[src/hdl/sorted_boundary_snap_core_assert.svh]
// Assertion macros for the boundary snap core.
// Depends on nothing; included by files that carry concurrent checks.
`ifndef SORTED_BOUNDARY_SNAP_CORE_ASSERT_SVH
`define SORTED_BOUNDARY_SNAP_CORE_ASSERT_SVH

// Same-cycle implication, disabled while reset is asserted.
`define SBS_ASSERT_NOW(label, clk, rst_n, ante, cons, msg) \
	label: assert property (@(posedge clk) disable iff (!rst_n) (ante) |-> (cons)) \
		else $error(msg);

// Next-cycle implication, disabled while reset is asserted.
`define SBS_ASSERT_NEXT(label, clk, rst_n, ante, cons, msg) \
	label: assert property (@(posedge clk) disable iff (!rst_n) (ante) |=> (cons)) \
		else $error(msg);

`endif

[src/hdl/sbs_pkg.sv]
// Shared types, widths and codes for the boundary snap core.
// No dependencies; compiled first.
package sbs_pkg;

	localparam int SBS_MAX_BOUNDARIES = 256;

	localparam int SLOT_W     = 8;
	localparam int POS_W      = 16;
	localparam int VAL_W      = 64;
	localparam int CNT_W      = 9;
	localparam int ELEM_W     = 17;
	localparam int TOL_W      = 33;
	localparam int STAT_W     = 3;
	localparam int CFG_IDX_W  = 2;
	localparam int CFG_DATA_W = 33;
	localparam int HALF_W     = 32;
	localparam int PROD_W     = TOL_W + HALF_W;
	localparam int SUM_W      = PROD_W + HALF_W;

	localparam logic [CNT_W-1:0]  BND_COUNT_RST  = CNT_W'(1);
	localparam logic [ELEM_W-1:0] ELEM_COUNT_RST = ELEM_W'(65536);
	localparam logic [TOL_W-1:0]  TOL_RST        = TOL_W'(64);

	localparam logic OP_WRITE_BND = 1'b0;
	localparam logic OP_SNAP      = 1'b1;

	typedef enum logic [CFG_IDX_W-1:0] {
		CFG_BND_COUNT  = 2'd0,
		CFG_ELEM_COUNT = 2'd1,
		CFG_TOLERANCE  = 2'd2
	} cfg_idx_t;

	typedef enum logic [STAT_W-1:0] {
		STAT_KEPT      = 3'd0,
		STAT_SNAPPED   = 3'd1,
		STAT_PAST_LAST = 3'd2,
		STAT_POS_ERR   = 3'd3,
		STAT_ORDER_ERR = 3'd4,
		STAT_ABORTED   = 3'd5
	} status_t;

	typedef enum logic [1:0] {
		VERD_ADVANCE,
		VERD_BELOW,
		VERD_SNAP
	} verdict_t;

	typedef enum logic [1:0] {
		CS_IDLE,
		CS_FETCH,
		CS_CMP,
		CS_EMIT
	} core_state_t;

	typedef enum logic [2:0] {
		CP_IDLE,
		CP_EVAL,
		CP_MUL_HI,
		CP_SUM,
		CP_REL
	} cmp_phase_t;

	typedef struct packed {
		logic                    start;
		logic signed [VAL_W-1:0] x;
		logic signed [VAL_W-1:0] b;
		logic [TOL_W-1:0]        tol;
	} cmp_req_t;

	typedef struct packed {
		logic     done;
		verdict_t verdict;
	} cmp_rsp_t;

endpackage

[src/hdl/sbs_cmp.sv]
// Near-equality test of a value against one boundary, absolute or relative.
// Depends on sbs_pkg. Relative test uses one shared 33x32 multiplier twice.
module sbs_cmp (
	input  logic              clk,
	input  logic              arst_n,
	input  sbs_pkg::cmp_req_t req,
	output sbs_pkg::cmp_rsp_t rsp
);
	import sbs_pkg::*;

	cmp_phase_t        phase_q, phase_d;
	logic              neg_q;
	logic [VAL_W-1:0]  mag_q, ab_q;
	logic [PROD_W-1:0] lo_q, hi_q;
	logic [SUM_W-1:0]  sum_q;

	logic              neg_c;
	logic [VAL_W-1:0]  mag_c, ab_c;
	logic              rel, big_abs, big_rel, big;
	logic [HALF_W-1:0] mul_b;
	logic [PROD_W-1:0] mul_p;

	// signed difference magnitude and |b|, latched at start
	always_comb begin
		neg_c = $signed(req.x) < $signed(req.b);
		mag_c = neg_c ? VAL_W'(req.b - req.x) : VAL_W'(req.x - req.b);
		ab_c  = req.b[VAL_W-1] ? VAL_W'(VAL_W'(0) - req.b) : VAL_W'(req.b);
	end

	always_comb begin
		rel     = ab_q > VAL_W'(req.tol);
		big_abs = mag_q >= VAL_W'(req.tol);
		big_rel = {1'b0, mag_q, HALF_W'(0)} >= sum_q;
		mul_b   = (phase_q == CP_EVAL) ? ab_q[HALF_W-1:0] : ab_q[VAL_W-1:HALF_W];
		mul_p   = PROD_W'(req.tol) * PROD_W'(mul_b);
	end

	// next phase
	always_comb begin
		phase_d = phase_q;
		case (phase_q)
			CP_IDLE:   if (req.start) phase_d = CP_EVAL;
			CP_EVAL:   phase_d = rel ? CP_MUL_HI : CP_IDLE;
			CP_MUL_HI: phase_d = CP_SUM;
			CP_SUM:    phase_d = CP_REL;
			CP_REL:    phase_d = CP_IDLE;
			default:   phase_d = CP_IDLE;
		endcase
	end

	// verdict
	always_comb begin
		big         = (phase_q == CP_EVAL) ? big_abs : big_rel;
		rsp.done    = ((phase_q == CP_EVAL) && !rel) || (phase_q == CP_REL);
		rsp.verdict = !big ? VERD_SNAP : (neg_q ? VERD_BELOW : VERD_ADVANCE);
	end

	always_ff @(posedge clk or negedge arst_n) begin
		if (!arst_n)
			phase_q <= CP_IDLE;
		else
			phase_q <= phase_d;
	end

	always_ff @(posedge clk) begin
		if (req.start) begin
			neg_q <= neg_c;
			mag_q <= mag_c;
			ab_q  <= ab_c;
		end
		if (phase_q == CP_EVAL)
			lo_q <= mul_p;
		if (phase_q == CP_MUL_HI)
			hi_q <= mul_p;
		if (phase_q == CP_SUM)
			sum_q <= SUM_W'(lo_q) + {hi_q, HALF_W'(0)};
	end

endmodule

[config.mk]
export PLATFORM = sky130hd
export DESIGN_NAME = sbs_cmp
export DESIGN_NICKNAME = d
export VERILOG_FILES = /design/src/hdl/sorted_boundary_snap_core_assert.svh /design/src/hdl/sbs_pkg.sv /design/src/hdl/sbs_cmp.sv
export SDC_FILE = /design/constraint.sdc
export NUM_CORES = 2
export LEC_CHECK = 0
export BUFFER_PORTS_ARGS = -buffer_cell sky130_fd_sc_hd__buf_2
export CAP_MARGIN = 20
export CORE_ASPECT_RATIO = 1.4
export CORE_MARGIN = 2
export CORE_UTILIZATION = 60
export DETAILED_ROUTE_END_ITERATION = 10
export PLACE_DENSITY_LB_ADDON = 0.1
export SLEW_MARGIN = 20
export SYNTH_ARGS = -nofsm -noshare
export SYNTH_HDL_FRONTEND = slang
export SYNTH_SLANG_ARGS = --single-unit
[constraint.sdc]
create_clock -name clk -period 19.6 [get_ports clk]
set_input_delay 4.9 -clock clk [delete_from_list [all_inputs] [get_ports clk]]
set_output_delay 4.9 -clock clk [all_outputs]
set_load 0.005 [all_outputs]
==> results_dict.tcl <==
set metrics [dict create \
    dieWidth_um 269 \
    synth.avg_cell_area_um2 9.21 \
    tightest_slew_ps 1190 \
    run_status "completed" \
    critPathTopFamily "simple AND/OR/NAND/NOR gates" \
    vias 47700 \
    place_congestion 1.07 \
    maxCapViolCount 0 \
    tns_ps 0 \
    yosysWarningCount 0 \
    finalClockSkew_ps 28.3 \
    slowest_delay_ps 700 \
    clock_latency_ps 610 \
    grt_antenna_before_repair 17 \
    synth_top_flop_cell "edfxtp_1" \
    nets 8034 \
    cp-start-kind "input port" \
    cts.reportedPaths.clkPinSlew_ps 80 \
    dp_hpwl_mm 176 \
    finalSetupViolCount 0 \
    ant_nets 0 \
    ys_seq_area_frac 0.182 \
    postCtsHoldBufs 0 \
    remaining_drc_errors 0 \
    area_delta_synth_final_pct 4.91 \
    dr.pass1.iters 9 \
    grt_pass1_vias 50500 \
    synth_seq_cells 359 \
    period_share 0.724 \
    postCtsSetupRepairBufs 0 \
    grt_pass1_wl_mm 320 \
    wl_per_cell_um 27.8 \
    critical_path_class "in2out" \
    r2r_slack_ps 8040 \
    initial_core_util 0.604 \
    async_flop_share 0.00836 \
    layout-drive-gt1-share 0.0560 \
    num_rows 136 \
    path_cells "buf_2 > clkinv_1 > ha_1 > nand4_1 > or2_2 > or4_1 > or4_1 > a211oi_1 > a21oi_1 > nor2_1 > buf_2" \
    cts_buffers 29 \
    fp.dieH_um 376 \
    fillCellCount 8440 \
    synth_edf_count 356 \
    post_drt_via_cell_ratio 6.17 \
    final_max_slew_viol_count 0 \
    cp.required_ps 14700 \
    synth_fp_nets 8075 \
    h-tree-depth 1 \
    grt_max_degree 80 \
    drtIter0Drc 4337 \
    slew_headroom 0.197 \
    die-area_mm2 0.101 \
    gr-total-overflow 0 \
    critPathSlowestCell "a211oi_1" \
    cts_tree "built" \
    coreArea_mm2 0.0980 \
    rsz0062_at_grt "no" \
    cp.arrival_ps 9290 \
    ios 167 \
    path_max_fanout 25 \
    end_kind "output port" \
    max-clock-path-buffers 3 \
    synth.cell_area_mm2 0.0592 \
    fin_crit_ps 14190 \
    finalHoldViolCount 0 \
    max_freq_mhz 70.5 \
    drt_wl_total_mm 214 \
    portBuffers 166 \
    postCtsResizedCells 0 \
    worst-path-buf-inv 3 \
    grt_usage 0.433 \
    cts_num_sinks 359 \
    synthCells 6427 \
    synth_cell_types 78 \
    hold_class "reg2reg" \
    cts_root_buffer "clkbuf_16" \
]
cell families after synthesis:
| logic type | synth area share |
|---|---|
| buffers and inverters | 0.0984 |
| and+or+nand+nor | 0.135 |
| xor gates and xnor gates | 0.0352 |
| AOI/OAI and AO/OA | 0.106 |
| muxes | 0.0129 |
| DFF | 0.182 |
| adders and majority gates | 0.431 |
cell type report:
class,count,area [um^2],area share
diodes,8,20.0,0.000322
clock buffers,29,726,0.0117
clock inverters,25,275,0.00443
inverters,1264,4740,0.0764
multi-input cells,4516,42700,0.688
flip-flops and latches,359,10800,0.173
well taps,1311,1640,0.0264
repair buffers,216,1210,0.0195
worst reg2reg max path: cells and delay by family, from the launching register on:
| family | cells | cell delay (ps) |
|---|---|---|
| xor+xnor | 1 | 240 |
| mux | 1 | 1050 |
| simple gates | 8 | 1890 |
| buf+inv | 5 | 1350 |
| compound gates | 4 | 1640 |
| fa+ha+maj | 9 | 4780 |
| flops | 1 | 450 |
registers in the layout (all words and copies together) (netlist names):
register	count
hi_q	65
lo_q	65
phase_q	3
ab_q	64
neg_q	1
mag_q	64
sum_q	97
stage by stage:
step	setup WS, ps	hold slack (ps)	instances	cell area, um^2	utilization
floorplan	7170	400	6427	59200	-
global placement	5370	400	7666	61100	0.623
detailed placement	5360	405	7666	61100	0.623
CTS	5600	421	7720	62100	0.633
global route	5420	429	7724	62100	0.634
finish	5410	417	7728	62100	0.634
routing by layer:
layer / part of all wire / up-vias / track usage
met4: 0.12 / 8 / 0.395
met3: 0.082 / 867 / 0.0707
met2: 0.47 / 2620 / 0.708
met5: 0.00027 / - / 0
met1: 0.34 / 23700 / 0.488
li1: - / 20500 / -
layout by cell type (no fill, tap or decap), types with 45 or more instances in the layout:
| cell | synthesis | layout |
|---|---|---|
| a21o_1 | 138 | 138 |
| a21oi_1 | 309 | 308 |
| and2_1 | 191 | 190 |
| buf_2 | 1 | 165 |
| buf_4 | 0 | 51 |
| edfxtp_1 | 356 | 356 |
| fa_1 | 929 | 929 |
| ha_1 | 555 | 554 |
| inv_1 | 1256 | 1256 |
| nand2_1 | 752 | 751 |
| nand3_1 | 46 | 46 |
| nand4_1 | 79 | 79 |
| nor2_1 | 429 | 428 |
| o21ai_0 | 191 | 191 |
| o21bai_1 | 45 | 45 |
| xnor2_1 | 196 | 196 |
cells in the mapped netlist (9+ instances only):
cell / n / area, um^2
a211o_1: 11 / 96.3
a211oi_1: 33 / 248
a21boi_0: 10 / 75.1
a21o_1: 138 / 1040
a21oi_1: 309 / 1550
a221oi_1: 11 / 96.3
a31oi_1: 25 / 156
and2_1: 191 / 1190
and3_1: 27 / 169
and4_1: 13 / 114
buf_1: 11 / 41.3
clkbuf_1: 276 / 1040
edfxtp_1: 356 / 10700
fa_1: 929 / 18600
ha_1: 555 / 6940
inv_1: 1256 / 4710
mux2_2: 36 / 405
mux2i_1: 36 / 360
nand2_1: 752 / 2820
nand2b_1: 29 / 181
nand3_1: 46 / 230
nand4_1: 79 / 494
nor2_1: 429 / 1610
nor2b_1: 34 / 213
nor3_1: 43 / 215
nor4_1: 33 / 206
o2111ai_1: 14 / 123
o211ai_1: 44 / 330
o21a_1: 34 / 255
o21ai_0: 191 / 956
o21bai_1: 45 / 338
o31ai_1: 36 / 270
o41ai_1: 9 / 78.8
or2_2: 11 / 68.8
or3_1: 14 / 87.6
or4_1: 12 / 90.1
xnor2_1: 196 / 1720
xor2_1: 42 / 368
final timing paths:
kind | from | to | depth (start not counted)
worst max register to register | phase_q[1] | hi_q[61] | 28
worst min-delay path | lo_q[9] | sum_q[9] | 0
min in group asynchronous | arst_n | phase_q[1] | 1
worst max-delay path | req[26] | rsp[2] | 11
max in group asynchronous | arst_n | phase_q[0] | 1
worst min register to register | lo_q[9] | sum_q[9] | 0
Power is left out: the tool's default activity adds up to more than one toggle a clock period on the data nets, which glitch-free logic cannot reach.
